File: src/sv/siur_pkg.sv
`default_nettype none

package siur_pkg;

  localparam int PACKET_BYTES_DEF = 16;

  // Payload count field of a job; covers the largest packet size (64 - 8 bytes).
  localparam int NPAY_W = 6;

  localparam logic [31:0] MAX_LEN_RST = 32'd131064;

  localparam logic [7:0] SYNC0   = 8'hA5;
  localparam logic [7:0] SYNC1   = 8'h5A;
  localparam logic [7:0] CH_HASH = 8'h23;  // '#'
  localparam logic [7:0] CH_BANG = 8'h21;  // '!'
  localparam logic [7:0] CH_STAR = 8'h2A;  // '*'

  localparam logic KIND_TX  = 1'b0;
  localparam logic KIND_PAY = 1'b1;

  typedef enum logic [1:0] {
    JOB_STAR,  // single '*'
    JOB_BANG,  // "!!!!*"
    JOB_ACK    // optional payload bytes, then '#' and 4 offset bytes
  } job_kind_t;

  typedef struct packed {
    job_kind_t         kind;
    logic [NPAY_W-1:0] npay;
    logic [31:0]       base;
    logic [31:0]       ack;
    logic              done;
  } job_t;

endpackage

`default_nettype wire

File: src/sv/serial_image_update_receiver.sv
`default_nettype none

// Firmware image receiver for a byte link. Each input transfer is either a
// begin action (in_action = 0), answered with '*', or one received link byte
// (in_action = 1) that feeds the packet parser: packets open with A5 5A, the
// first one carries the image length, later ones a 16-bit halfword sum, a
// 32-bit offset and up to PACKET_BYTES-8 payload bytes. Every result transfer
// is either a byte to transmit (out_kind = 0, image offset zero) or an
// accepted payload byte with its image offset (out_kind = 1); out_last marks
// the final result caused by one input, and out_complete is set on all
// results of the packet that finishes the image. After completion further
// bytes are ignored until the next begin. cfg_max_image_len is the length
// limit, always ready; the user must write it only while the block is idle,
// which the block does not enforce. Timing: the parser takes one byte per
// cycle while in_stall is low. A packet end hands a job to a two-entry
// queue; the response unit drains it at one transmit byte per cycle unless
// out_stall holds it, and each payload byte first waits for its read from the
// payload buffer, which has a registered read port. in_stall rises only while
// two answers are still queued; at link byte rates it stays low.
module serial_image_update_receiver #(
  parameter int PACKET_BYTES = siur_pkg::PACKET_BYTES_DEF
) (
  input  wire logic        clk,
  input  wire logic        rst_n,
  input  wire logic        in_valid,
  output logic             in_stall,
  input  wire logic        in_action,
  input  wire logic [7:0]  in_rx_byte,
  output logic             out_valid,
  input  wire logic        out_stall,
  output logic             out_kind,
  output logic [7:0]       out_out_byte,
  output logic [31:0]      out_image_offset,
  output logic             out_last,
  output logic             out_complete,
  input  wire logic        cfg_valid,
  output logic             cfg_ready,
  input  wire logic [31:0] cfg_max_image_len
);

  // payload buffer: two banks, one per queue slot
  localparam int IW    = $clog2(PACKET_BYTES - 8);
  localparam int DEPTH = 2 << IW;

  logic           q_full, q_have, push, pop, wr_slot, rd_slot, ram_we;
  siur_pkg::job_t push_job, head;
  logic [IW:0]    ram_waddr, ram_raddr;
  logic [7:0]     ram_wdata, ram_rdata;

  assign in_stall  = q_full;
  assign cfg_ready = 1'b1;

  siur_front #(.PACKET_BYTES(PACKET_BYTES)) u_front (
    .clk               (clk),
    .rst_n             (rst_n),
    .acc               (in_valid && !in_stall),
    .in_action         (in_action),
    .in_rx_byte        (in_rx_byte),
    .cfg_we            (cfg_valid && cfg_ready),
    .cfg_max_image_len (cfg_max_image_len),
    .wr_slot           (wr_slot),
    .push              (push),
    .job               (push_job),
    .ram_we            (ram_we),
    .ram_waddr         (ram_waddr),
    .ram_wdata         (ram_wdata)
  );

  siur_queue u_queue (
    .clk      (clk),
    .rst_n    (rst_n),
    .push     (push),
    .push_job (push_job),
    .pop      (pop),
    .full     (q_full),
    .have     (q_have),
    .head     (head),
    .wr_slot  (wr_slot),
    .rd_slot  (rd_slot)
  );

  siur_ram #(.WIDTH(8), .DEPTH(DEPTH)) u_ram (
    .clk     (clk),
    .wr_en   (ram_we),
    .wr_addr (ram_waddr),
    .wr_data (ram_wdata),
    .rd_addr (ram_raddr),
    .rd_data (ram_rdata)
  );

  siur_back #(.PACKET_BYTES(PACKET_BYTES)) u_back (
    .clk              (clk),
    .rst_n            (rst_n),
    .have             (q_have),
    .head             (head),
    .rd_slot          (rd_slot),
    .ram_rdata        (ram_rdata),
    .out_stall        (out_stall),
    .pop              (pop),
    .ram_raddr        (ram_raddr),
    .out_valid        (out_valid),
    .out_kind         (out_kind),
    .out_out_byte     (out_out_byte),
    .out_image_offset (out_image_offset),
    .out_last         (out_last),
    .out_complete     (out_complete)
  );

endmodule

`default_nettype wire

File: src/sv/siur_ram.sv
`default_nettype none

module siur_ram #(
  parameter int WIDTH = 8,
  parameter int DEPTH = 16
) (
  input  wire logic                     clk,
  input  wire logic                     wr_en,
  input  wire logic [$clog2(DEPTH)-1:0] wr_addr,
  input  wire logic [WIDTH-1:0]         wr_data,
  input  wire logic [$clog2(DEPTH)-1:0] rd_addr,
  output logic      [WIDTH-1:0]         rd_data
);

  logic [WIDTH-1:0] mem [DEPTH];

  always_ff @(posedge clk) begin
    if (wr_en) begin
      mem[wr_addr] <= wr_data;
    end
    rd_data <= mem[rd_addr];
  end

endmodule

`default_nettype wire

File: src/sv/siur_front.sv
`default_nettype none

module siur_front #(
  parameter int PACKET_BYTES = siur_pkg::PACKET_BYTES_DEF,
  localparam int BW = $clog2(PACKET_BYTES + 1),
  localparam int IW = $clog2(PACKET_BYTES - 8)
) (
  input  wire logic           clk,
  input  wire logic           rst_n,
  input  wire logic           acc,
  input  wire logic           in_action,
  input  wire logic [7:0]     in_rx_byte,
  input  wire logic           cfg_we,
  input  wire logic [31:0]    cfg_max_image_len,
  input  wire logic           wr_slot,
  output logic                push,
  output siur_pkg::job_t      job,
  output logic                ram_we,
  output logic [IW:0]         ram_waddr,
  output logic [7:0]          ram_wdata
);

  typedef enum logic [1:0] {PH_IDLE, PH_RECV, PH_DONE} phase_t;

  phase_t        phase_r, phase_nxt;
  logic [BW-1:0] cnt_r, cnt_nxt;
  logic [31:0]   total_r, total_nxt;
  logic [31:0]   exp_r, exp_nxt;
  logic [31:0]   field_r, field_nxt;
  logic [15:0]   sent_r, sent_nxt;
  logic [15:0]   run_r, run_nxt;
  logic [7:0]    pend_r, pend_nxt;
  logic [31:0]   max_r;

  logic [BW-1:0] cnt_inc, psize, pofs;
  logic [31:0]   psize32, sum_off, field_n;
  logic [15:0]   sent_n, run_n;
  logic [7:0]    pend_n;
  logic          pkt_end, match, done;

  assign cnt_inc = cnt_r + 1'b1;
  assign psize   = cnt_inc - BW'(8);
  assign pofs    = cnt_r - BW'(8);
  assign psize32 = 32'(psize);
  assign sum_off = exp_r + psize32;

  assign ram_wdata = in_rx_byte;
  assign ram_waddr = {wr_slot, pofs[IW-1:0]};

  always_comb begin
    // field bytes 2..7 shift in from the top, little-endian
    field_n = (cnt_r < BW'(8)) ? {in_rx_byte, field_r[31:8]} : field_r;
    sent_n  = sent_r;
    run_n   = run_r;
    pend_n  = pend_r;
    if (cnt_r == BW'(2)) begin
      sent_n = {8'h00, in_rx_byte};
    end else if (cnt_r == BW'(3)) begin
      sent_n = {in_rx_byte, sent_r[7:0]};
    end else if (!cnt_r[0]) begin
      pend_n = in_rx_byte;
    end else begin
      run_n = run_r + {in_rx_byte, pend_r};
    end
  end

  assign pkt_end = ((cnt_inc > BW'(8)) && (total_r <= sum_off)) ||
                   (cnt_inc >= BW'(PACKET_BYTES));
  assign match   = (field_n == exp_r);
  assign done    = match ? (sum_off >= total_r) : (exp_r >= total_r);

  always_comb begin
    phase_nxt = phase_r;
    cnt_nxt   = cnt_r;
    total_nxt = total_r;
    exp_nxt   = exp_r;
    field_nxt = field_r;
    sent_nxt  = sent_r;
    run_nxt   = run_r;
    pend_nxt  = pend_r;
    push      = 1'b0;
    job       = '0;
    job.kind  = siur_pkg::JOB_STAR;
    ram_we    = 1'b0;

    if (acc) begin
      if (!in_action) begin
        phase_nxt = PH_RECV;
        total_nxt = '0;
        exp_nxt   = '0;
        cnt_nxt   = '0;
        field_nxt = '0;
        sent_nxt  = '0;
        run_nxt   = '0;
        pend_nxt  = '0;
        push      = 1'b1;
      end else if (phase_r == PH_RECV) begin
        if (cnt_r == '0) begin
          pend_nxt = in_rx_byte;
          cnt_nxt  = BW'(1);
        end else if (cnt_r == BW'(1)) begin
          cnt_nxt   = (pend_r == siur_pkg::SYNC0 && in_rx_byte == siur_pkg::SYNC1) ?
                      BW'(2) : '0;
          field_nxt = '0;
          sent_nxt  = '0;
          run_nxt   = '0;
          pend_nxt  = '0;
        end else begin
          ram_we    = (cnt_r >= BW'(8));
          cnt_nxt   = cnt_inc;
          field_nxt = field_n;
          sent_nxt  = sent_n;
          run_nxt   = run_n;
          pend_nxt  = pend_n;
          if (total_r == '0) begin
            // length packet
            if (cnt_inc == BW'(6) || cnt_inc >= BW'(PACKET_BYTES)) begin
              push = 1'b1;
              if (field_n > max_r) begin
                job.kind = siur_pkg::JOB_BANG;
              end else begin
                job.kind  = siur_pkg::JOB_ACK;
                total_nxt = field_n;
              end
              cnt_nxt   = '0;
              field_nxt = '0;
              sent_nxt  = '0;
              run_nxt   = '0;
              pend_nxt  = '0;
            end
          end else if (pkt_end) begin
            push     = 1'b1;
            job.kind = siur_pkg::JOB_ACK;
            job.base = exp_r;
            job.ack  = exp_r;
            if (run_n == sent_n) begin
              if (match) begin
                job.npay = siur_pkg::NPAY_W'(psize);
                job.ack  = sum_off;
                exp_nxt  = sum_off;
              end
              job.done = done;
              if (done) begin
                phase_nxt = PH_DONE;
              end
            end
            cnt_nxt   = '0;
            field_nxt = '0;
            sent_nxt  = '0;
            run_nxt   = '0;
            pend_nxt  = '0;
          end
        end
      end
    end
  end

  always_ff @(posedge clk) begin
    if (!rst_n) begin
      phase_r <= PH_IDLE;
      cnt_r   <= '0;
      total_r <= '0;
      exp_r   <= '0;
      field_r <= '0;
      sent_r  <= '0;
      run_r   <= '0;
      pend_r  <= '0;
      max_r   <= siur_pkg::MAX_LEN_RST;
    end else begin
      phase_r <= phase_nxt;
      cnt_r   <= cnt_nxt;
      total_r <= total_nxt;
      exp_r   <= exp_nxt;
      field_r <= field_nxt;
      sent_r  <= sent_nxt;
      run_r   <= run_nxt;
      pend_r  <= pend_nxt;
      if (cfg_we) begin
        max_r <= cfg_max_image_len;
      end
    end
  end

endmodule

`default_nettype wire

File: src/sv/siur_queue.sv
`default_nettype none

module siur_queue (
  input  wire logic            clk,
  input  wire logic            rst_n,
  input  wire logic            push,
  input  wire siur_pkg::job_t  push_job,
  input  wire logic            pop,
  output logic                 full,
  output logic                 have,
  output siur_pkg::job_t       head,
  output logic                 wr_slot,
  output logic                 rd_slot
);

  // two entries; slot number doubles as the payload bank select
  localparam logic [1:0] CNT_FULL = 2'd2;

  siur_pkg::job_t mem_r [2];
  logic           wr_ptr_r, rd_ptr_r;
  logic [1:0]     cnt_r;

  assign full    = (cnt_r == CNT_FULL);
  assign have    = (cnt_r != 2'd0);
  assign head    = mem_r[rd_ptr_r];
  assign wr_slot = wr_ptr_r;
  assign rd_slot = rd_ptr_r;

  always_ff @(posedge clk) begin
    if (push) begin
      mem_r[wr_ptr_r] <= push_job;
    end
  end

  always_ff @(posedge clk) begin
    if (!rst_n) begin
      wr_ptr_r <= 1'b0;
      rd_ptr_r <= 1'b0;
      cnt_r    <= 2'd0;
    end else begin
      if (push) begin
        wr_ptr_r <= ~wr_ptr_r;
      end
      if (pop) begin
        rd_ptr_r <= ~rd_ptr_r;
      end
      cnt_r <= cnt_r + {1'b0, push} - {1'b0, pop};
    end
  end

endmodule

`default_nettype wire

File: src/sv/siur_back.sv
`default_nettype none

module siur_back #(
  parameter int PACKET_BYTES = siur_pkg::PACKET_BYTES_DEF,
  localparam int IW = $clog2(PACKET_BYTES - 8)
) (
  input  wire logic            clk,
  input  wire logic            rst_n,
  input  wire logic            have,
  input  wire siur_pkg::job_t  head,
  input  wire logic            rd_slot,
  input  wire logic [7:0]      ram_rdata,
  input  wire logic            out_stall,
  output logic                 pop,
  output logic [IW:0]          ram_raddr,
  output logic                 out_valid,
  output logic                 out_kind,
  output logic [7:0]           out_out_byte,
  output logic [31:0]          out_image_offset,
  output logic                 out_last,
  output logic                 out_complete
);

  logic [siur_pkg::NPAY_W-1:0] pay_r;
  logic [2:0]                  tail_r;
  logic                        dok_r;
  logic                        out_valid_r, out_kind_r, out_last_r, out_complete_r;
  logic [7:0]                  out_byte_r;
  logic [31:0]                 out_off_r;

  logic       in_pay, free, fire, last;
  logic [2:0] tail_end;
  logic [7:0] tx_byte;

  assign in_pay    = (pay_r < head.npay);
  assign tail_end  = (head.kind == siur_pkg::JOB_STAR) ? 3'd0 : 3'd4;
  assign last      = !in_pay && (tail_r == tail_end);
  assign free      = !out_valid_r || !out_stall;
  // payload read data is good in the cycle after the address settles
  assign fire      = have && free && (!in_pay || dok_r);
  assign pop       = fire && last;
  assign ram_raddr = {rd_slot, pay_r[IW-1:0]};

  always_comb begin
    case (head.kind)
      siur_pkg::JOB_STAR: tx_byte = siur_pkg::CH_STAR;
      siur_pkg::JOB_BANG: tx_byte = (tail_r == 3'd4) ? siur_pkg::CH_STAR : siur_pkg::CH_BANG;
      siur_pkg::JOB_ACK: begin
        case (tail_r)
          3'd0:    tx_byte = siur_pkg::CH_HASH;
          3'd1:    tx_byte = head.ack[7:0];
          3'd2:    tx_byte = head.ack[15:8];
          3'd3:    tx_byte = head.ack[23:16];
          default: tx_byte = head.ack[31:24];
        endcase
      end
      default:            tx_byte = siur_pkg::CH_STAR;
    endcase
  end

  always_ff @(posedge clk) begin
    if (!rst_n) begin
      pay_r       <= '0;
      tail_r      <= '0;
      dok_r       <= 1'b0;
      out_valid_r <= 1'b0;
    end else begin
      dok_r <= have && !(fire && (in_pay || last));
      if (fire) begin
        out_valid_r <= 1'b1;
        if (in_pay) begin
          pay_r <= pay_r + 1'b1;
        end else if (last) begin
          pay_r  <= '0;
          tail_r <= '0;
        end else begin
          tail_r <= tail_r + 1'b1;
        end
      end else if (free) begin
        out_valid_r <= 1'b0;
      end
    end
  end

  always_ff @(posedge clk) begin
    if (fire) begin
      out_complete_r <= head.done;
      out_last_r     <= last;
      if (in_pay) begin
        out_kind_r <= siur_pkg::KIND_PAY;
        out_byte_r <= ram_rdata;
        out_off_r  <= head.base + 32'(pay_r);
      end else begin
        out_kind_r <= siur_pkg::KIND_TX;
        out_byte_r <= tx_byte;
        out_off_r  <= '0;
      end
    end
  end

  assign out_valid        = out_valid_r;
  assign out_kind         = out_kind_r;
  assign out_out_byte     = out_byte_r;
  assign out_image_offset = out_off_r;
  assign out_last         = out_last_r;
  assign out_complete     = out_complete_r;

endmodule

`default_nettype wire

File: config.mk
export PLATFORM = sky130hd
export DESIGN_NAME = serial_image_update_receiver
export DESIGN_NICKNAME = d
export VERILOG_FILES = /design/src/sv/siur_pkg.sv /design/src/sv/serial_image_update_receiver.sv /design/src/sv/siur_ram.sv /design/src/sv/siur_front.sv /design/src/sv/siur_queue.sv /design/src/sv/siur_back.sv
export SDC_FILE = /design/constraint.sdc
export NUM_CORES = 1
export LEC_CHECK = 0
export BUFFER_PORTS_ARGS = -buffer_cell sky130_fd_sc_hd__buf_4
export CORE_ASPECT_RATIO = 0.7
export CORE_MARGIN = 10
export CORE_UTILIZATION = 41
export DETAILED_ROUTE_END_ITERATION = 12
export GPL_TIMING_DRIVEN = 0
export PLACE_DENSITY = 0.56
export SLEW_MARGIN = 15
export SYNTH_ARGS = -nofsm -noshare
export SYNTH_HDL_FRONTEND = slang
export SYNTH_SLANG_ARGS = --single-unit
File: constraint.sdc
create_clock -name clk -period 9.5 [get_ports clk]
set_input_delay 0 -clock clk [delete_from_list [all_inputs] [get_ports clk]]
set_output_delay 0 -clock clk [all_outputs]
set_load 0.005 [all_outputs]
== After elaboration in Yosys (flattened, before gate mapping) ==
Memory sizes are Yosys's and may differ from the RTL's. A register that Yosys moved wholly into a read port is not among the register bits.
Cells that the tools add are included.
Operators by class
  $add $sub $neg: 10
  $lt $le $gt $ge: 9
  eq/ne operators: 27
  multiplexer cells: 112
  bitwise logic cells: 3
  reductions and logical operators: 33
Operators with widths (count)
  32-bit two-way mux: 23
  73-bit two-way mux: 6
  16-bit two-way mux: 19
  8-bit two-way mux: 11
  71-bit two-way mux: 1
  32-bit greater-or-equal comparator: 2
  5-bit two-way mux: 8
  33-bit two-way mux: 1
  32-bit by 5-bit adder with 32-bit output: 1
  32-bit by 6-bit adder with 32-bit output: 1
  32-bit equality test: 1
  32-bit > comparator: 1
  32-bit less-or-equal comparator: 1
  32-bit logical NOT: 1
  8-bit case mux with 4 select lines: 1
  2-bit two-way mux: 12
  1-bit two-way mux: 23
  6-bit two-way mux: 3
  16-bit adder: 1
  16-bit equality test: 1
  8-bit case mux with 2 select lines: 1
  7-bit AND reduction: 2
  2-bit by 1-bit inequality test with 1-bit output (second input constant): 6
  5-bit by 2-bit equality test with 1-bit output (second input constant): 2
  36 further kinds: 65
Word-level totals
  bits in registers: 233
  memory bits (writable): 274
  bits of input ports: 46
  output and inout bits: 46
  logic and storage cells: 217
  memories: 2
Memory list
  u_queue.mem_r: words 2, bits a word 73, rd ports 1, clocked after memory_dff 1, write ports 1, RTL line siur_queue.sv:19  | siur_pkg::job_t mem_r [2];
  u_ram.mem: words 16, bits a word 8, rd ports 1, clocked after memory_dff 1, write ports 1, RTL line siur_ram.sv:15  | logic [WIDTH-1:0] mem [DEPTH];

== Depth between registers and ports, before layout ==
Gate-level depths: netlist of the first run.
  word-level depth: 15
  depth in mapped cells: 26
  depth with buffers taken out: 25

== Hierarchy ==
Synthesis of the first run repeated with hierarchy kept, for this count alone.
Second synthesis, totals
  cells, all modules: 2559
  area, all modules: 28074.4 um2
Modules (own cells, without submodules)
  siur_front: instances 1, cells an instance 1735, area an instance 13616.8 um2, sequential area each 3503.4 um2
  siur_queue: instances 1, cells an instance 248, area an instance 5848.1 um2, sequential area each 4484.3 um2
  siur_ram: instances 1, cells an instance 229, area an instance 5147.4 um2, sequential area each 4003.8 um2
  siur_back: instances 1, cells an instance 344, area an instance 3437.0 um2, sequential area each 1511.4 um2
  serial_image_update_receiver: instances 1, cells an instance 3, area an instance 25.0 um2, sequential area each 0.0 um2

== Worst setup path before layout of the first run ==
No wires, ideal clock.
  path kind: reg2reg
  from: reg u_front.cnt_r[0]
  to: mem u_queue.mem_r[0][0] in the netlist's numbering (enable)
  setup time: 511 ps
  arrival: 8273 ps
  data required time: 8989 ps
  path slack: 716 ps
  cell stages (with the launch flop): 23
  path buffers: 1
  clock period less this slack: 8784 ps
  path through: dfxtp_1 -> ha_1 -> buf_2 -> nand3_1 -> xor2_1 -> ha_1 -> ha_1 -> a21oi_1 -> or3_1 -> or4_1 -> nor2_1 -> nand3_1 -> xor2_1 -> ha_1 -> a21oi_1 -> nand2_1 -> a221o_1 -> a211o_1 -> a211oi_1 -> o21bai_1 -> nand2b_1 -> a21o_1 -> nor2b_1
Between the ends
  word-level cells in the longest chain between the ends: 15
  elaborated cells between the ends (all ways): 22
  those cells by class: add/sub (3); order compare (3); eq/ne (2); mux (10); reduce/logical (4)
Ends and longest elaborated chain
  from (decl): RTL line siur_front.sv:26  | logic [BW-1:0] cnt_r, cnt_nxt;
  from (signal assigned): RTL line siur_front.sv:171  | cnt_r <= cnt_nxt;
  5-bit by 1-bit adder with 5-bit output: RTL line siur_front.sv:41  | assign cnt_inc = cnt_r + 1'b1;
  5-bit by 4-bit subtractor with 5-bit output: RTL line siur_front.sv:42  | assign psize = cnt_inc - BW'(8);
  32-bit by 5-bit adder with 32-bit output: RTL line siur_front.sv:45  | assign sum_off = exp_r + psize32;
  32-bit less-or-equal comparator: RTL line siur_front.sv:67  | assign pkt_end = ((cnt_inc > BW'(8)) && (total_r <= sum_off)) ||
  1-bit logical AND: RTL line siur_front.sv:67
  1-bit logical OR: RTL line siur_front.sv:67
  1-bit two-way mux: RTL line siur_front.sv:131  | end else if (pkt_end) begin
  1-bit two-way mux: RTL line siur_front.sv:115  | if (total_r == '0) begin
  1-bit two-way mux: RTL line siur_front.sv:101  | end else if (cnt_r == BW'(1)) begin
  1-bit two-way mux *: RTL line siur_front.sv:98  | if (cnt_r == '0) begin
  1-bit two-way mux *: RTL line siur_front.sv:97  | end else if (phase_r == PH_RECV) begin
  1-bit two-way mux *: RTL line siur_front.sv:87  | if (!in_action) begin
  1-bit two-way mux *: RTL line siur_front.sv:86  | if (acc) begin
  1-bit two-way mux *: RTL line siur_queue.sv:30  | if (push) begin
  1-bit two-way mux (implied by the code) *: RTL line siur_queue.sv:31  | mem_r[wr_ptr_r] <= push_job;
  to (decl): RTL line siur_queue.sv:19
Mark *: on every way between the ends. The rest lies on a longest branch, timed or not.

== Final worst setup path of the first run ==
  from: reg u_front.cnt_r[0]
  to: reg u_front.exp_r[15]
Between the ends
  word-level cells in the longest chain between the ends: 11
  elaborated cells between the ends (all ways): 34
  those cells by class: add/sub (3); order compare (4); eq/ne (9); mux (14); reduce/logical (4)
Ends and longest elaborated chain
  parallel branches: the longest is 11 deep, another holds 32-bit by 5-bit adder with 32-bit output
  to (signal assigned): RTL line siur_front.sv:173  | exp_r <= exp_nxt;
  to (decl): RTL line siur_front.sv:28  | logic [31:0] exp_r, exp_nxt;
Several ways; the timed one is not identified. The select of a mux whose other input is x is not followed.
A chain may end at the register's enable or synchronous reset.

==> results of run 1 <==
[synth_stat cells (all sizes together) (30+ instances only)]
| cell type | count | area [sq um] |
|---|---|---|
| inv | 115 | 432 |
| a22oi | 71 | 533 |
| a21oi | 114 | 586 |
| o211ai | 30 | 225 |
| nor3 | 44 | 220 |
| xor2 | 49 | 429 |
| and3 | 31 | 194 |
| and2 | 41 | 257 |
| buf | 41 | 213 |
| mux2i | 91 | 911 |
| nor2 | 248 | 933 |
| nand2 | 246 | 923 |
| xnor2 | 72 | 631 |
| a21o | 48 | 360 |
| dfxtp | 199 | 3980 |
| mux2 | 49 | 552 |
| nand3 | 44 | 225 |
| clkbuf | 120 | 450 |
| ha | 143 | 1790 |
| nand4 | 38 | 238 |
| edfxtp | 315 | 9460 |
| o21ai | 79 | 395 |
[flip-flops by register name, summed over array words and instances (netlist names), 16 cells and up, named ones only]
name,cells
u_back.out_image_offset,32
u_ram.mem,128
u_front.exp_r,32
u_front.sent_r,16
u_queue.mem_r,144
u_front.max_r,32
u_front.run_r,16
u_front.total_r,32
u_front.field_r,32
[worst reg2reg max path: stages, from the launching register on]
cell and delay [ns]:
dfxtp_1 0.46, clkbuf_1 0.54, nand3_1 0.17, xnor2_1 0.41, ha_1 0.35, ha_1 0.37
a21oi_1 0.19, or3_1 0.52, or4_1 0.71, nor2_1 0.21, nand3_1 0.24, xor2_1 0.25
ha_1 0.34, nand4_1 0.18, nor4_2 0.27, buf_2 0.26, nor3b_1 0.36, a211oi_1 0.16
o21ai_0 0.19, nand2_1 0.09, a31oi_1 0.88, a21o_1 0.14, clkbuf_1 0.45, buf_2 0.42
o2bb2ai_1 0.17
[area by class of cell]
class | instances | area (sq um) | area share, %
Buffer | 161 | 663 | 2.12
Timing Repair Buffer | 145 | 1280 | 4.07
Clock buffer | 84 | 1570 | 5.00
Sequential cell | 514 | 13400 | 42.9
Inverter | 115 | 432 | 1.38
Multi-Input combinational cell | 1809 | 12600 | 40.3
Clock inverter | 15 | 229 | 0.731
Tap cell | 880 | 1100 | 3.51
[worst min path at each step]
| stage | endpoint | startpoint | slack (ns) | cells past startpoint |
|---|---|---|---|---|
| final | u_front.max_r[17] | cfg_valid | 0.02 | 3 |
| after global routing | u_front.max_r[17] | cfg_valid | 0.05 | 3 |
| after CTS | u_front.max_r[17] | cfg_valid | 0.001 | 3 |
| after detailed placement | u_front.max_r[15] | cfg_max_image_len[15] | 0.23 | 3 |
| after global placement | u_front.max_r[12] | cfg_max_image_len[12] | 0.23 | 3 |
| after floorplan | u_ram.mem[0][0] | in_rx_byte[0] | 0.1 | 0 |
[cells in the final DEF (no fill, tap or decap), types with 19 or more instances in the layout]
master         netlist  layout
a211oi_1            22      22
a21o_1              48      48
a21oi_1            110     110
a221oi_1            23      23
a22oi_1             71      71
a32o_1              24      24
and2_1              41      40
and3_1              31      31
buf_1               19      19
buf_4                5      94
clkbuf_1           120     142
clkbuf_16            0      56
dfxtp_1            199     199
dlygate4sd3_1        0      49
edfxtp_1           315     315
ha_1               143     143
inv_1              115     115
mux2_2              49      49
mux2i_1             91      91
nand2_1            246     246
nand2b_1            26      26
nand3_1             43      43
nand4_1             38      38
nor2_1             247     247
nor2b_1             28      27
nor3_1              44      40
o211ai_1            30      30
o21ai_0             79      79
o22ai_1             19      19
xnor2_1             72      72
xor2_1              49      49
[routing by layer]
| metal | routed length (um) | part of all wire (%) | global-route usage (%) |
|---|---|---|---|
| met1 | 43800 | 49 | 35.0 |
| met5 | 0 | 0 | 0 |
| met4 | 1590 | 1.8 | 5.08 |
| met2 | 36300 | 41 | 31.4 |
| met3 | 7710 | 8.6 | 4.40 |
[power breakdown]
group	internal [uW]	total, uW	switching (uW)
Clock	1250	2170	917
Combinational	99.8	279	180
Sequential	2400	2410	15.1
Total	3750	4860	1110
[logic make-up (layout without fill, tap and decap cells)]
logic type                 Yosys count  in the layout  synth area share, %
DFF                                514            514                 49.6
and+or+nand+nor                    830            830                 14.6
other                                1              1               0.0138
buffers and inverters              276            520                 4.04
AOI/OAI and AO/OA                  553            553                 14.2
muxes                              156            156                 6.72
adders and majority gates          148            148                 6.89
xor gates and xnor gates           121            121                 3.91
[timing repair]
action	4_1_cts	5_1_grt
hold buffers	49	0
hold endpoints to repair	192	0
setup buffers	0	0
[per-stage QoR]
step | cells | hold WS (ns)
finish | 3723 | 0.0245
detailed placement | 3575 | 0.225
CTS | 3723 | 0.000971
floorplan | 2599 | 0.0989
global placement | 3568 | 0.228
global route | 3723 | 0.0544
==> run_results.csv, run 1 <==
group,metric,value,unit
status,status,"finished, final reports clean",
placement,place_area,29000,sq um
logic_synthesis,synth_cells,2599,
floorplanning,num_rows,78,
sta,slew_violations,0,
sta,max_freq,0.119,GHz
global_routing,antenna_found_initial,0,
logic_synthesis,synthesis.nets,2791,
power,power,4860,uW
setup_path,start_kind,"register",
floorplanning,dieArea,77000,sq um
floorplanning,initial_core_util,41.6,%
setup_path,crit_fanout,10,
setup_path,path_delay_family,"simple AND/OR/NAND/NOR gates",
sta,layout_worst_path_cycle_share,88.6,%
clock_network,cts_max_level,2,
global_routing,grt_overflow,0,
cells_and_area,design_area,31300,sq um
cells_and_area,final_util,48.1,%
placement,place_hpwl,68100,um
hold_path,min_path_type,"in -> reg",
setup_path,worstPathCellList,"clkbuf_1, nand3_1, xnor2_1, ha_1, ha_1, a21oi_1, or3_1, or4_1, nor2_1, nand3_1, xor2_1, ha_1, nand4_1, nor4_2, buf_2, nor3b_1, a211oi_1, o21ai_0, nand2_1, a31oi_1, a21o_1, clkbuf_1, buf_2, o2bb2ai_1",
sta,period_minus_slack,8.42,ns
cells_and_area,nFillCells,5906,
floorplanning,core_area,65100,sq um
logic_synthesis,synthArstFlopShare,0,%
clock_network,numCtsBuffers,53,
power,leakage,0.0115,uW
setup_path,r2r_cells,24,
setup_path,r2r_slack,1.08,ns
logic_synthesis,synth_edf_count,315,
setup_path,cp_slowest_cell,"a31oi_1",
logic_synthesis,ys_seq_area_share,49.6,%
sta,setup_violations,0,
floorplanning,die_w,327,um
setup_path,critPathLaunch,"u_front.cnt_r[0]",
power,vdd_drop_max,0.000151,V
cells_and_area,num_antenna_cells,0,
logic_synthesis,synth_ff_type,"edfxtp_1",
sta,tightest_slew,1.14,ns
routing,via_per_inst,5.79,
power,p_per_area,155,nW/um^2
logic_synthesis,synthesis.area,27100,sq um
clock_network,clk_latency,0.64,ns
setup_path,cp-endpoint,"u_front.exp_r[15]",
global_routing,grt_pass1_wl,134000,um
sta,finClkSkew,0.0207,ns
setup_path,worstSetupEndpointType,"register",
logic_synthesis,yosysUniqueCellTypes,86,
sta,timing.final.ws_setup,1.08,ns
clock_network,clkTransAtPathRegs,0.07,ns
routing,routed_wl,89400,um
cells_and_area,drive_above_1_share,10.5,%
sta,finalSetupTns,0,ns
global_routing,grt_start_max_net_pins,41,
setup_path,r2r-end,"u_front.exp_r[15]",
logic_synthesis,yosys_warnings,0,
routing,drtIter0Drc,2328,
routing,drt_pass1_iterations,6,
routing,wl_per_cell,24.0,um
sta,hold_viol_final,0,
setup_path,reg2reg_from,"u_front.cnt_r[0]",
clock_network,cts_resized,0,
global_routing,grt_pass1_vias,20700,
clock_network,cts_tree,"done",
setup_path,cp_data_arrival_time,8.96,ns
clock_network,clockRootBuffer,"clkbuf_16",
routing,vias,21500,
routing,ant_nets,0,
cells_and_area,fin_nets,2991,
setup_path,worstPathRequired,10.05,ns
routing,drc,0,
placement,io_buffers,89,
setup_path,path_buf_inv,4,
cells_and_area,area_growth,15.6,%
placement,place.gp.congestion,0.962,
logic_synthesis,synth-seq-cells,514,
floorplanning,dieHeight,235,um
flow_run,cap_violations,0,
clock_network,cts_num_sinks,514,
global_routing,track_usage,22.5,%
setup_path,critPathMaxStageDelay,0.88,ns
sta,relSlewSlack,23.6,%
setup_path,critical_path_depth,24,
clock_network,clock_path_buffers,3,
logic_synthesis,syn_area_per_cell,10.4,sq um
setup_path,worst-setup-path-type,"reg -> reg",
setup_path,path_common_cell,"ha_1",
sta,rsz0062_at_grt,"no",
floorplanning,io_pins,92,
placement,dp_slack,1.25,ns
No activity file was read; power rests on OpenSTA's default activity.
==> inputs of run 2 (changes only) <==
--- a/config.mk
+++ b/config.mk
@@ -7,2 +7,3 @@
 export LEC_CHECK = 0
+export ABC_CLOCK_PERIOD_IN_PS = 7800
 export BUFFER_PORTS_ARGS = -buffer_cell sky130_fd_sc_hd__buf_4
==> constraint.sdc (replaced) <==
create_clock -name clk -period 7.8 [get_ports clk]
set_input_delay 1.56 -clock clk [delete_from_list [all_inputs] [get_ports clk]]
set_output_delay 1.56 -clock clk [all_outputs]
set_load 0.005 [all_outputs]
==> run 2 against run 1 <==
  * Routed wire length is 1.2% lower
  * Worst setup slack worse by 0.80 ns
  * Largest cell class unchanged
  * Fmax is 12% higher
  * Final cell count is 1.2% lower
  * First-iteration DRC count is 12% higher
  * Non-clock buffer count is 50 lower
  * Hold slack better by 0.45 ns
  * Clock power is 24% higher
  * Critical path type unchanged
==> run_results.csv, run 2 (synthesis results as in run 1) <==
group,metric,value,unit
hold_path,min_path_type,"reg -> reg",
cells_and_area,final_cell_mix,"edfxtp_1 (315), nor2_1 (247), nand2_1 (246), dfxtp_1 (199), ha_1 (143)",
sta,layout_worst_path_cycle_share,96.3,%
floorplanning,dieHeight,235,um
sta,slew_violations,0,
sta,max_freq,0.133,GHz
cells_and_area,design_area,31000,sq um
routing,ant_nets,0,
clock_network,clockRootBuffer,"clkbuf_16",
routing,drc,0,
sta,rsz0062_at_grt,"no",
setup_path,worstSetupEndpointType,"register",
setup_path,cp_data_arrival_time,8.07,ns
global_routing,grt_overflow,0,
sta,period_minus_slack,7.51,ns
clock_network,numCtsBuffers,53,
setup_path,crit_fanout,10,
hold_path,worstHoldStart,"u_front.phase_r[1]",
setup_path,r2r_slack,0.29,ns
floorplanning,io_pins,92,
sta,finalSetupTns,0,ns
global_routing,grt_pass1_vias,20300,
cells_and_area,fin_cells,3677,
sta,setup_violations,0,
sta,hold_viol_final,0,
routing,vias,21500,
cells_and_area,drive_above_1_share,11.7,%
sta,relSlewSlack,35.3,%
routing,wl_per_cell,24.0,um
placement,place_hpwl,67300,um
power,leakage,0.0114,uW
status,status,"finished, final reports clean",
placement,place.gp.congestion,0.964,
cells_and_area,reg_top3,"u_queue.mem_r x144, u_ram.mem x128",
flow_run,cap_violations,0,
hold_path,min_to,"u_front.phase_r[1]",
cells_and_area,seq_area,13400,sq um
placement,io_buffers,89,
cells_and_area,largest_register,"u_queue.mem_r",
cells_and_area,fin_nets,2942,
hold_path,whs_path_depth,2,
global_routing,grt_start_max_net_pins,39,
setup_path,reg2reg_from,"u_front.cnt_r[0]",
placement,place_area,29000,sq um
floorplanning,initial_core_util,41.6,%
setup_path,start_kind,"register",
setup_path,worst-setup-path-type,"reg -> reg",
routing,routed_wl,88400,um
global_routing,antenna_found_initial,7,
placement,dp.cells,3573,
floorplanning,num_rows,78,
cells_and_area,largest_reg_flops,144,
global_routing,grt_pass1_wl,130000,um
cells_and_area,final_common_cell,"edfxtp_1",
clock_network,clock_path_buffers,3,
cells_and_area,nFillCells,5989,
sta,finClkSkew,0.0350,ns
power,p_per_area,192,nW/um^2
global_routing,track_usage,22.0,%
floorplanning,die_w,327,um
routing,via_per_inst,5.84,
clock_network,cts_num_sinks,514,
clock_network,holdBufCountCts,0,
setup_path,r2r_cells,24,
sta,tightest_slew,0.971,ns
power,vdd_drop_max,0.000166,V
setup_path,r2r-end,"u_front.exp_r[20]",
sta,timing.final.ws_setup,0.288,ns
clock_network,clkTransAtPathRegs,0.06,ns
routing,drtIter0Drc,2608,
clock_network,clk_latency,0.64,ns
cells_and_area,area_growth,14.3,%
setup_path,worstPathRequired,8.36,ns
floorplanning,dieArea,77000,sq um
floorplanning,core_area,65100,sq um
cells_and_area,multi_input_area,12700,sq um
routing,drt_pass1_iterations,7,
placement,dp_slack,-0.603,ns
clock_network,cts_max_level,2,
clock_network,cts_tree,"done",
-- run 2: repair_timing --
item | 4_1_cts | 5_1_grt
pin swaps | 0 | 1
gates cloned | 0 | 1
setup endpoints to repair | 193 | 298
setup buffers | 0 | 4
resized for setup | 7 | 18
-- run 2: worst max-delay path by stage --
| stage | to | startpoint | cells after the start |
|---|---|---|---|
| final | u_front.exp_r[20] | u_front.cnt_r[0] | 24 |
| after global routing | u_queue.mem_r[1][43] | u_front.cnt_r[0] | 22 |
| after detailed placement | u_front.exp_r[15] | u_front.cnt_r[0] | 23 |
| after CTS | u_queue.mem_r[0][50] | u_front.cnt_r[0] | 22 |
| after global placement | u_queue.mem_r[0][48] | u_front.cnt_r[0] | 20 |
| after floorplan | u_queue.mem_r[0][0] | u_front.cnt_r[0] | 22 |
-- run 2: per-stage QoR --
step                      hold WS (ns)  utilization, %  power, uW
final                            0.474            47.6       5960
after floorplan                  0.432               -       3170
after CTS                        0.469            47.5       6010
after detailed placement         0.460            44.6       3310
after global routing             0.486            47.6       6150
after global placement           0.443            44.4       3300
-- run 2: routing by layer --
layer / global-route usage, % / wire (um) / vias to the layer above
met5: 0 / 18 / -
met4: 5.39 / 1670 / 2
met3: 5.37 / 8830 / 116
met2: 30.8 / 35900 / 948
met1: 33.4 / 42000 / 10500
li1: - / - / 9892
-- run 2: power by group --
group	internal (uW)	total, uW	switching (uW)
registers	2920	2940	18.3
clock network	1560	2700	1140
logic	107	320	213
total	4590	5960	1370
-- run 2: critical path, cell delays in order, from the launching register on --
cell,delay (ns)
dfxtp_1,0.46
inv_1,0.26
ha_1,0.45
ha_1,0.30
a21o_1,0.15
a21o_1,0.21
maj3_1,0.40
a21oi_1,0.38
or2_2,0.18
clkbuf_1,0.40
nor2_1,0.12
nand2_1,0.23
xor2_1,0.15
ha_1,0.36
nand4_1,0.20
or4b_2,0.71
a21oi_1,0.38
a211o_1,0.27
a211oi_2,0.13
o21ai_0,0.19
nand2_1,0.13
a31oi_4,0.44
a21o_1,0.37
buf_2,0.38
a21o_1,0.17
-- run 2: cell type report --
type	count	area share, %
Timing Repair Buffer	98	2.62
Inverter	115	1.39
Antenna cell	2	0.0162
Clock buffer	69	4.68
Buffer	158	2.14
Clock inverter	31	1.28
Sequential cell	514	43.4
Multi-Input combinational cell	1810	40.9
Tap cell	880	3.55
